===== config.mk =====
export PLATFORM = sky130hd
export DESIGN_NAME = rgb_to_hue_degrees
export DESIGN_NICKNAME = d
export VERILOG_FILES = /design/src/rth_pkg.sv /design/src/rth_sort.sv /design/src/rth_numer.sv /design/src/rth_div_step.sv /design/src/rgb_to_hue_degrees.sv
export SDC_FILE = /design/constraint.sdc
export NUM_CORES = 1
export LEC_CHECK = 0
export BUFFER_PORTS_ARGS = -buffer_cell sky130_fd_sc_hd__buf_2
export CAP_MARGIN = 20
export CORE_AREA = 2 2 249 251
export CTS_BUF_LIST = sky130_fd_sc_hd__clkbuf_4
export DETAILED_ROUTE_END_ITERATION = 8
export DIE_AREA = 0 0 251 253
export SLEW_MARGIN = 20
export SYNTH_ARGS = -nofsm -noshare
export SYNTH_HDL_FRONTEND = slang
export SYNTH_HIERARCHICAL = 1
export SYNTH_SLANG_ARGS = --single-unit

===== constraint.sdc =====
create_clock -name i_clk -period 6.4 [get_ports i_clk]
set_clock_uncertainty 0.1 [all_clocks]
set_input_delay 0.32 -clock i_clk [delete_from_list [all_inputs] [get_ports i_clk]]
set_output_delay 0.32 -clock i_clk [all_outputs]
set_load 0.02 [all_outputs]

===== src/rth_pkg.sv =====
// rth_pkg: shared constants and types for the rgb to hue pipeline
// no dependencies; imported by every module of the block
`default_nettype none

package rth_pkg;

    // default channel width
    localparam int CHANNEL_BITS_DEF = 8;

    // quotient width of the divider, enough for hues 0..360
    localparam int QUOT_BITS = 9;

    // width of the hue output
    localparam int HUE_BITS = 9;

    // full circle in degrees
    localparam int HUE_WRAP = 360;

    // sector scale and offsets in degrees
    localparam int SECTOR_SCALE  = 60;
    localparam int GREEN_OFFSET  = 120;
    localparam int BLUE_OFFSET   = 240;

    // which channel holds the maximum
    typedef enum logic [1:0] {
        SEC_RED   = 2'd0,
        SEC_GREEN = 2'd1,
        SEC_BLUE  = 2'd2
    } t_sector;

endpackage

`default_nettype wire


===== src/rth_sort.sv =====
// rth_sort: first pipeline stage, finds max/min channel, range and sector difference
// depends on rth_pkg
`default_nettype none

module rth_sort
    import rth_pkg::*;
#(
    parameter int CHANNEL_BITS = CHANNEL_BITS_DEF
) (
    input  wire logic                           i_clk,
    input  wire logic                           i_rst_n,
    input  wire logic                           i_load,
    input  wire logic                           i_valid,
    input  wire logic        [CHANNEL_BITS-1:0] i_red,
    input  wire logic        [CHANNEL_BITS-1:0] i_green,
    input  wire logic        [CHANNEL_BITS-1:0] i_blue,
    output logic                                o_valid,
    output t_sector                             o_sector,
    output logic             [CHANNEL_BITS-1:0] o_range,
    output logic signed      [CHANNEL_BITS:0]   o_diff
);

    logic                           r_valid;
    t_sector                        r_sector;
    logic        [CHANNEL_BITS-1:0] r_range;
    logic signed [CHANNEL_BITS:0]   r_diff;

    t_sector                        n_sector;
    logic        [CHANNEL_BITS-1:0] n_range;
    logic signed [CHANNEL_BITS:0]   n_diff;
    logic        [CHANNEL_BITS-1:0] w_max;
    logic        [CHANNEL_BITS-1:0] w_min;

    // sector pick: red wins ties, then green
    always_comb begin
        if (i_red >= i_green && i_red >= i_blue) begin
            n_sector = SEC_RED;
            w_max    = i_red;
            n_diff   = $signed({1'b0, i_green}) - $signed({1'b0, i_blue});
        end else if (i_green >= i_blue) begin
            n_sector = SEC_GREEN;
            w_max    = i_green;
            n_diff   = $signed({1'b0, i_blue}) - $signed({1'b0, i_red});
        end else begin
            n_sector = SEC_BLUE;
            w_max    = i_blue;
            n_diff   = $signed({1'b0, i_red}) - $signed({1'b0, i_green});
        end
    end

    // smallest channel and range
    always_comb begin
        w_min = i_red;
        if (i_green < w_min) begin
            w_min = i_green;
        end
        if (i_blue < w_min) begin
            w_min = i_blue;
        end
        n_range = w_max - w_min;
    end

    // stage valid
    always_ff @(posedge i_clk) begin
        if (!i_rst_n) begin
            r_valid <= 1'b0;
        end else if (i_load) begin
            r_valid <= i_valid;
        end
    end

    // stage payload
    always_ff @(posedge i_clk) begin
        if (i_load) begin
            r_sector <= n_sector;
            r_range  <= n_range;
            r_diff   <= n_diff;
        end
    end

    assign o_valid  = r_valid;
    assign o_sector = r_sector;
    assign o_range  = r_range;
    assign o_diff   = r_diff;

endmodule

`default_nettype wire


===== src/rth_numer.sv =====
// rth_numer: second pipeline stage, forms the rounded dividend and the divisor
// depends on rth_pkg
`default_nettype none

module rth_numer
    import rth_pkg::*;
#(
    parameter int CHANNEL_BITS = CHANNEL_BITS_DEF
) (
    input  wire logic                           i_clk,
    input  wire logic                           i_rst_n,
    input  wire logic                           i_load,
    input  wire logic                           i_valid,
    input  wire t_sector                        i_sector,
    input  wire logic        [CHANNEL_BITS-1:0] i_range,
    input  wire logic signed [CHANNEL_BITS:0]   i_diff,
    output logic                                o_valid,
    output logic             [CHANNEL_BITS+9:0] o_rem,
    output logic             [CHANNEL_BITS:0]   o_den
);

    localparam int XW = CHANNEL_BITS + 10;
    localparam int DW = CHANNEL_BITS + 1;
    localparam int NW = CHANNEL_BITS + 11;

    localparam logic signed [NW-1:0] K_SCALE = NW'(SECTOR_SCALE);
    localparam logic signed [NW-1:0] K_WRAP  = NW'(HUE_WRAP);
    localparam logic signed [NW-1:0] K_GREEN = NW'(GREEN_OFFSET);
    localparam logic signed [NW-1:0] K_BLUE  = NW'(BLUE_OFFSET);

    logic          r_valid;
    logic [XW-1:0] r_rem;
    logic [DW-1:0] r_den;

    logic signed [NW-1:0] w_diff_x;
    logic signed [NW-1:0] w_range_x;
    logic signed [NW-1:0] w_offset;
    logic signed [NW-1:0] w_num;
    logic signed [NW-1:0] w_dividend;
    logic        [XW-1:0] n_rem;
    logic        [DW-1:0] n_den;

    assign w_diff_x  = NW'(i_diff);
    assign w_range_x = $signed({{(NW-CHANNEL_BITS){1'b0}}, i_range});

    // sector offset, red wraps negative hues
    always_comb begin
        case (i_sector)
            SEC_RED:   w_offset = (i_diff < 0) ? K_WRAP : '0;
            SEC_GREEN: w_offset = K_GREEN;
            SEC_BLUE:  w_offset = K_BLUE;
            default:   w_offset = '0;
        endcase
    end

    // numerator and round-half-up dividend 2n + d
    always_comb begin
        w_num      = NW'(w_diff_x * K_SCALE) + NW'(w_offset * w_range_x);
        w_dividend = (w_num <<< 1) + w_range_x;
        n_rem      = w_dividend[XW-1:0];
        // grey pixel: dividend is zero, divisor forced nonzero so quotient is zero
        if (i_range == '0) begin
            n_den = DW'(2);
        end else begin
            n_den = {i_range, 1'b0};
        end
    end

    // stage valid
    always_ff @(posedge i_clk) begin
        if (!i_rst_n) begin
            r_valid <= 1'b0;
        end else if (i_load) begin
            r_valid <= i_valid;
        end
    end

    // stage payload
    always_ff @(posedge i_clk) begin
        if (i_load) begin
            r_rem <= n_rem;
            r_den <= n_den;
        end
    end

    assign o_valid = r_valid;
    assign o_rem   = r_rem;
    assign o_den   = r_den;

endmodule

`default_nettype wire


===== src/rth_div_step.sv =====
// rth_div_step: one registered step of the restoring divider, resolves one quotient bit
// depends on rth_pkg
`default_nettype none

module rth_div_step
    import rth_pkg::*;
#(
    parameter int CHANNEL_BITS = CHANNEL_BITS_DEF,
    parameter int STEP         = 0
) (
    input  wire logic                      i_clk,
    input  wire logic                      i_rst_n,
    input  wire logic                      i_load,
    input  wire logic                      i_valid,
    input  wire logic [CHANNEL_BITS+9:0]   i_rem,
    input  wire logic [CHANNEL_BITS:0]     i_den,
    input  wire logic [QUOT_BITS-1:0]      i_quot,
    output logic                           o_valid,
    output logic      [CHANNEL_BITS+9:0]   o_rem,
    output logic      [CHANNEL_BITS:0]     o_den,
    output logic      [QUOT_BITS-1:0]      o_quot
);

    localparam int XW = CHANNEL_BITS + 10;
    localparam int DW = CHANNEL_BITS + 1;

    logic                 r_valid;
    logic [XW-1:0]        r_rem;
    logic [DW-1:0]        r_den;
    logic [QUOT_BITS-1:0] r_quot;

    logic [XW-1:0]        w_shifted;
    logic [XW-1:0]        n_rem;
    logic [QUOT_BITS-1:0] n_quot;

    // trial subtract of the divisor at this bit weight
    always_comb begin
        w_shifted = XW'(i_den) << STEP;
        n_rem     = i_rem;
        n_quot    = i_quot;
        if (i_rem >= w_shifted) begin
            n_rem        = i_rem - w_shifted;
            n_quot[STEP] = 1'b1;
        end
    end

    // stage valid
    always_ff @(posedge i_clk) begin
        if (!i_rst_n) begin
            r_valid <= 1'b0;
        end else if (i_load) begin
            r_valid <= i_valid;
        end
    end

    // stage payload
    always_ff @(posedge i_clk) begin
        if (i_load) begin
            r_rem  <= n_rem;
            r_den  <= i_den;
            r_quot <= n_quot;
        end
    end

    assign o_valid = r_valid;
    assign o_rem   = r_rem;
    assign o_den   = r_den;
    assign o_quot  = r_quot;

endmodule

`default_nettype wire


===== src/rgb_to_hue_degrees.sv =====
// rgb_to_hue_degrees: top level, RGB pixel to HSV hue in whole degrees
// depends on rth_pkg, rth_sort, rth_numer, rth_div_step
`default_nettype none

// Converts one RGB pixel per clock into its HSV hue, 0 to 359 degrees, with
// grey pixels giving 0 and the hue rounded half up. The pipeline takes one
// item every cycle unless stalled: one stage sorts the channels, one forms
// the dividend, a restoring divider resolves one quotient bit per stage, and
// an output register holds the result. Each stage holds its item only while
// the stage after it is full and stalled, so empty stages keep filling while
// a result waits; the input stalls only when every stage is occupied.

module rgb_to_hue_degrees
    import rth_pkg::*;
#(
    parameter int CHANNEL_BITS = CHANNEL_BITS_DEF
) (
    input  wire logic                     i_clk,
    input  wire logic                     i_rst_n,
    input  wire logic                     i_valid,
    output logic                          o_stall,
    input  wire logic [CHANNEL_BITS-1:0]  i_red,
    input  wire logic [CHANNEL_BITS-1:0]  i_green,
    input  wire logic [CHANNEL_BITS-1:0]  i_blue,
    output logic                          o_valid,
    input  wire logic                     i_stall,
    output logic      [HUE_BITS-1:0]      o_hue_degrees
);

    localparam int XW  = CHANNEL_BITS + 10;
    localparam int DW  = CHANNEL_BITS + 1;
    localparam int NST = QUOT_BITS + 2;

    logic [NST-1:0] w_v;
    logic [NST:0]   w_load;

    t_sector                        w_sector;
    logic        [CHANNEL_BITS-1:0] w_range;
    logic signed [CHANNEL_BITS:0]   w_diff;

    logic [XW-1:0]        w_rem  [0:QUOT_BITS];
    logic [DW-1:0]        w_den  [0:QUOT_BITS];
    logic [QUOT_BITS-1:0] w_quot [0:QUOT_BITS];

    logic                r_valid;
    logic [HUE_BITS-1:0] r_hue;
    logic [HUE_BITS-1:0] n_hue;

    // per-stage load: a stage moves when empty or when the next one moves
    assign w_load[NST] = !r_valid || !i_stall;
    for (genvar k = 0; k < NST; k++) begin : g_load
        assign w_load[k] = !w_v[k] || w_load[k+1];
    end

    assign o_stall = !w_load[0];

    // channel sort
    rth_sort #(
        .CHANNEL_BITS (CHANNEL_BITS)
    ) u_sort (
        .i_clk    (i_clk),
        .i_rst_n  (i_rst_n),
        .i_load   (w_load[0]),
        .i_valid  (i_valid),
        .i_red    (i_red),
        .i_green  (i_green),
        .i_blue   (i_blue),
        .o_valid  (w_v[0]),
        .o_sector (w_sector),
        .o_range  (w_range),
        .o_diff   (w_diff)
    );

    // dividend and divisor
    rth_numer #(
        .CHANNEL_BITS (CHANNEL_BITS)
    ) u_numer (
        .i_clk    (i_clk),
        .i_rst_n  (i_rst_n),
        .i_load   (w_load[1]),
        .i_valid  (w_v[0]),
        .i_sector (w_sector),
        .i_range  (w_range),
        .i_diff   (w_diff),
        .o_valid  (w_v[1]),
        .o_rem    (w_rem[0]),
        .o_den    (w_den[0])
    );

    assign w_quot[0] = '0;

    // divider, most significant quotient bit first
    for (genvar j = 0; j < QUOT_BITS; j++) begin : g_div
        rth_div_step #(
            .CHANNEL_BITS (CHANNEL_BITS),
            .STEP         (QUOT_BITS - 1 - j)
        ) u_step (
            .i_clk   (i_clk),
            .i_rst_n (i_rst_n),
            .i_load  (w_load[j+2]),
            .i_valid (w_v[j+1]),
            .i_rem   (w_rem[j]),
            .i_den   (w_den[j]),
            .i_quot  (w_quot[j]),
            .o_valid (w_v[j+2]),
            .o_rem   (w_rem[j+1]),
            .o_den   (w_den[j+1]),
            .o_quot  (w_quot[j+1])
        );
    end

    // a hue that rounds to a full circle reads as zero
    assign n_hue = (w_quot[QUOT_BITS] == QUOT_BITS'(HUE_WRAP)) ? '0
                                                              : HUE_BITS'(w_quot[QUOT_BITS]);

    // output valid
    always_ff @(posedge i_clk) begin
        if (!i_rst_n) begin
            r_valid <= 1'b0;
        end else if (w_load[NST]) begin
            r_valid <= w_v[NST-1];
        end
    end

    // output payload
    always_ff @(posedge i_clk) begin
        if (w_load[NST]) begin
            r_hue <= n_hue;
        end
    end

    assign o_valid       = r_valid;
    assign o_hue_degrees = r_hue;

    // hue stays inside the circle
    a_hue_range: assert property (@(posedge i_clk) disable iff (!i_rst_n)
        o_valid |-> (o_hue_degrees < HUE_BITS'(HUE_WRAP)))
        else $error("hue out of range");

    // input stalls only with every stage full and the output blocked
    a_stall_full: assert property (@(posedge i_clk) disable iff (!i_rst_n)
        o_stall |-> ((&w_v) && r_valid && i_stall))
        else $error("input stalled with room in the pipeline");

    // a finished item leaving the divider lands in the output register
    a_out_fill: assert property (@(posedge i_clk) disable iff (!i_rst_n)
        (w_v[NST-1] && w_load[NST]) |=> o_valid)
        else $error("item lost at the output register");

endmodule

`default_nettype wire


==> results of run 1 <==
-- per-stage QoR --
stage / worst slack [ps] / util [%] / TNS [ps] / cell area (um2) / hold WS (ps)
after floorplan: 3.96 / - / 0 / 22900 / 300
after global placement: -201 / 39.8 / -686 / 24300 / 300
after detailed placement: -319 / 39.8 / -1220 / 24300 / 305
after CTS: -49.4 / 42.3 / -109 / 25800 / 8.00
after global routing: -349 / 42.4 / -1490 / 25900 / 49.2
final: -91.2 / 42.4 / -273 / 25900 / 97.2
-- path summary, 6_finish.rpt --
path	from	to	slack [ps]	cells past startpoint
hold reg to reg	g_div[6].u_step/o_quot[4]	g_div[7].u_step/o_quot[4]	310	0
setup / recovery	u_sort/o_diff[2]	u_numer/o_rem[16]	-90	26
hold / removal	i_red[0]	u_sort/o_range[0]	100	4
setup reg to reg	u_sort/o_diff[2]	u_numer/o_rem[16]	-90	26
-- state kept, by name (all words and copies together), names as in the netlist --
register	flops
g_div.u_step/o_den	72
g_div.u_step/o_quot	81
g_div.u_step/o_rem	144
g_div.u_step/o_valid	9
o_hue_degrees	9
o_valid	1
u_numer/o_den	8
u_numer/o_rem	18
u_numer/o_valid	1
u_sort/o_diff	9
u_sort/o_range	8
u_sort/o_sector	2
u_sort/o_valid	1
-- layout make-up --
class	instances	area [um2]
inverters	235	882
flip-flops and latches	363	10800
well taps	790	988
multi-input cells	1298	11300
clock inverters	28	181
diodes	2	5.00
fillers	5743	35200
clock buffers	134	1010
repair buffers	106	728
-- routing by layer --
metal,global-route usage (%),share of wire (%),vias to the layer above
li1,-,-,7349
met1,14.9,39,7141
met2,29.4,55,243
met3,2.84,3.2,84
met4,6.46,3.0,0
met5,0,0,-
-- critical path, cell delays in order (launching register included) --
cell and delay, ps:
edfxtp_1 420, buf_6 150, ha_4 230, xor2_1 140, ha_1 270, inv_1 50, fa_1 500, inv_2 50
ha_4 150, a311oi_2 230, o21ai_1 130, a21o_2 210, xor2_1 140, ha_2 320, inv_2 30, fa_1 510
fa_2 460, fa_1 540, inv_1 60, ha_4 250, o21a_1 140, a2111o_1 390, o311ai_2 100, and2_4 200
and4bb_2 250, nand3_2 70, xnor2_1 130
-- repair_timing --
item / 4_1_cts / 5_1_grt
hold buffers: 5 / 0
pin swaps: 35 / 10
resized for setup: 38 / 18
endpoints found under the setup margin: 5 / 5
setup buffers: 4 / 0
endpoints found under the hold margin: 21 / 0
==> results_dict.tcl, run 1 <==
set metrics [dict create \
    run_status "finished with violations" \
    violations "negative setup slack" \
    drc 0 \
    min_period_ps 6490 \
    report.final.slew_viol_count 0 \
    htreeDepth 3 \
    dieArea_mm2 0.0635 \
    cp-end-kind "register" \
    place_congestion 0.865 \
    place_hpwl_um 36600 \
    fp.dieH_um 253 \
    worst_pin_slew_ps 1010 \
    avgSynthCellArea_um2 11.9 \
    coreArea_mm2 0.0610 \
    ioPinCount 39 \
    io_buffers 38 \
    die_width_um 251 \
    cts.sinks 363 \
    drive_gt1_share_pct 19.1 \
    cts_buffers 93 \
    yosys_warnings 6 \
    wl_per_cell_um 15.6 \
    clk_path_buf_depth 3 \
    routed_wl_um 46200 \
    vias 14800 \
    insertion_delay_ps 820 \
    syn_inst 1930 \
    drtIter0Drc 524 \
    cts_tree "done" \
    antenna_found_initial 2 \
    final_nets 2370 \
    finalHoldViolCount 0 \
    fmax_mhz 154 \
    max-slew-margin-rel_pct 32.4 \
    grt_max_degree 38 \
    max-cap-violations 0 \
    final_cell_mix "edfxtp_1, inv_1, ha_1, clkbuf_4, nand2_1" \
    grt_first_pass_wirelength_um 75700 \
    vias_per_cell 5.01 \
    start_util_pct 37.5 \
    grt_overflow_total 0 \
    final_cells 2956 \
    ant_nets 0 \
    area_delta_synth_final_pct 13.1 \
    grt_pass1_vias 15400 \
    final_common_cell "edfxtp_1" \
    cp_data_arrival_time_ps 6910 \
    cp_max_fo 3 \
    cp-start-kind "register" \
    critical_path_class "register to register" \
    setup_ws_ps -91.2 \
    num_rows 91 \
    clk_pin_slew_ps 70 \
    hp-class "input pin to register" \
    synthesis.area_mm2 0.0229 \
    period_share_pct 101 \
    dr.pass1.iters 4 \
    grt.total_usage_pct 14.8 \
    cts_root_buffer "clkbuf_4" \
    finalSetupViolCount 4 \
    rsz0062_at_grt "yes" \
    cp.required_ps 6820 \
    place_inst 2783 \
]
Power of run 1 is left out: the tool's default activity adds up to more than one toggle a clock period on the data nets, which glitch-free logic cannot reach.
==> inputs of run 2 (changes only) <==
--- a/config.mk
+++ b/config.mk
@@ -11,6 +11,8 @@
 export CTS_BUF_LIST = sky130_fd_sc_hd__clkbuf_4
 export DETAILED_ROUTE_END_ITERATION = 8
 export DIE_AREA = 0 0 251 253
+export PLACE_DENSITY = 0.68
+export REMOVE_ABC_BUFFERS = 1
 export SLEW_MARGIN = 20
 export SYNTH_ARGS = -nofsm -noshare
 export SYNTH_HDL_FRONTEND = slang
==> run 2 against run 1 <==
  * The run still ends with negative setup slack left
  * Critical path depth up 2
  * Core utilization is 0.068 points higher
  * Final cell count up 0.24%
  * Sequential share of layout area down 0.066 points
  * Maximum frequency rose by 0.51%
  * First-iteration DRC count grew 39%
  * Global-route usage decreased by 0.22 points
  * Die area is the same
  * Non-clock buffer count up 15
  * Register-to-register slack improved by 30 ps
  * Setup slack improved by 33 ps
  * Highest routed layer unchanged
==> results_dict.tcl, run 2 (same netlist as run 1, synthesis figures left out) <==
set metrics [dict create \
    io_buffers 38 \
    cts.sinks 363 \
    path_buf_inv 7 \
    place_hpwl_um 35900 \
    largest_register_ffs 144 \
    final_common_cell "edfxtp_1" \
    die_width_um 251 \
    place_congestion 0.865 \
    cts_buffers 90 \
    grt_overflow_total 0 \
    htreeDepth 3 \
    grt_max_degree 38 \
    ioPinCount 39 \
    crit_slowest_cell "fa_1" \
    wl_per_cell_um 15.6 \
    r2r_end "u_numer/o_rem[16]" \
    num_rows 91 \
    area_delta_synth_final_pct 13.3 \
    fp.dieH_um 253 \
    insertion_delay_ps 810 \
    violations "negative setup slack" \
    start_util_pct 37.5 \
    cp_data_arrival_time_ps 6890 \
    grt.total_usage_pct 14.6 \
    cp_top_family "adder cells" \
    finalHoldViolCount 0 \
    clk_pin_slew_ps 60 \
    min_path_cells 4 \
    clk_path_buf_depth 3 \
    drc 0 \
    fmax_mhz 155 \
    ant_nets 0 \
    cp-end-kind "register" \
    coreArea_mm2 0.0610 \
    final_nets 2382 \
    worstHoldEndpoint "u_sort/o_range[0]" \
    run_status "finished with violations" \
    cp_max_fo 4 \
    worstReg2RegStart "u_sort/o_diff[2]" \
    cts_tree "done" \
    dr.pass1.iters 5 \
    min_period_ps 6460 \
    max-cap-violations 0 \
    nFillCells 5666 \
    drive_gt1_share_pct 19.4 \
    r2r_cells 28 \
    max_stage_delay_ps 490 \
    cts_root_buffer "clkbuf_4" \
    routed_wl_um 46300 \
    finalSetupViolCount 1 \
    setup_ws_ps -58.4 \
    worst_pin_slew_ps 1030 \
    dieArea_mm2 0.0635 \
    vias_per_cell 5.07 \
    period_share_pct 101 \
    min_from "i_red[0]" \
    final_cells 2963 \
    max-slew-margin-rel_pct 31.6 \
    rsz0062_at_grt "yes" \
    cp.required_ps 6830 \
    antenna_found_initial 2 \
    cp-start-kind "register" \
    drtIter0Drc 726 \
    final_cell_mix "edfxtp_1, inv_1, ha_1, clkbuf_4, nand2_1" \
    report.final.slew_viol_count 0 \
    place_inst 2782 \
    vias 15000 \
    hp-class "input pin to register" \
    critical_path_class "register to register" \
    grt_first_pass_wirelength_um 75100 \
    r2r_slack_ps -60 \
    grt_pass1_vias 15700 \
]
## run 2: cell types whose count changed in the layout (fill, tap and decap cells not counted), sizes merged
cell,previous run,this run
buf,101,115
clkbuf,134,123
inv,237,240
bufinv,2,1
clkinv,23,22
clkinvlp,1,2
diode,2,3
dlygate4sd3,5,6
## run 2: metrics by stage
stage	hold slack, ps	setup TNS, ps	util, %	area [um2]	setup WS [ps]
6_report	110	-58.4	42.5	25900	-58.4
3_5_place_dp	305	-1720	39.8	24300	-456
3_3_place_gp	300	-1300	39.7	24300	-349
4_1_cts	22.7	0	42.2	25800	0.485
5_1_grt	62.5	-968	42.5	25900	-286
2_1_floorplan	300	-256	-	22600	-138
## run 2: worst register-to-register path: cells and delay by family, from the launching register on
family | cells | cell delay [ps]
buf+inv | 7 | 500
compound gates | 4 | 970
fa+ha+maj | 9 | 3110
flops | 1 | 420
simple gates | 6 | 850
xor+xnor | 2 | 290
## run 2: what timing repair did
action	CTS	global route
resized for setup	48	20
hold endpoints to repair	13	0
buffers inserted	14	5
endpoints found under the setup margin	5	5
pin swaps	38	20
hold buffers	6	0
## run 2: how the worst max path moves through the flow
stage                      from           endpoint  slack, ps  depth (start not counted)
2_1_floorplan  u_sort/o_diff[1]  u_numer/o_rem[16]       -140                         26
3_3_place_gp   u_sort/o_diff[1]  u_numer/o_rem[17]       -350                         28
3_5_place_dp   u_sort/o_diff[1]  u_numer/o_rem[17]       -460                         28
4_1_cts        u_sort/o_diff[2]  u_numer/o_rem[16]        0.5                         26
5_1_grt        u_sort/o_diff[2]  u_numer/o_rem[16]       -290                         28
6_report       u_sort/o_diff[2]  u_numer/o_rem[16]        -60                         28
## run 2: cell type report
cell class	instances	area [um2]	share of cell area (%)
Clock buffer	123	923	3.56
Tap cell	790	988	3.81
Antenna cell	3	7.51	0.0290
Timing Repair Buffer	121	847	3.27
Multi-Input combinational cell	1298	11300	43.7
Inverter	235	882	3.40
Sequential cell	363	10800	41.6
Clock inverter	30	165	0.637
## run 2: metal layers
metal	vias up	part of all wire (%)	global-route usage, %	wire length [um]
met5	-	0	0	0
met4	0	3.5	6.87	1640
met3	106	3.6	2.91	1660
met2	307	54	28.1	25200
met1	7241	38	15.2	17800
li1	7370	-	-	-
Power of run 2 is left out for the same reason.
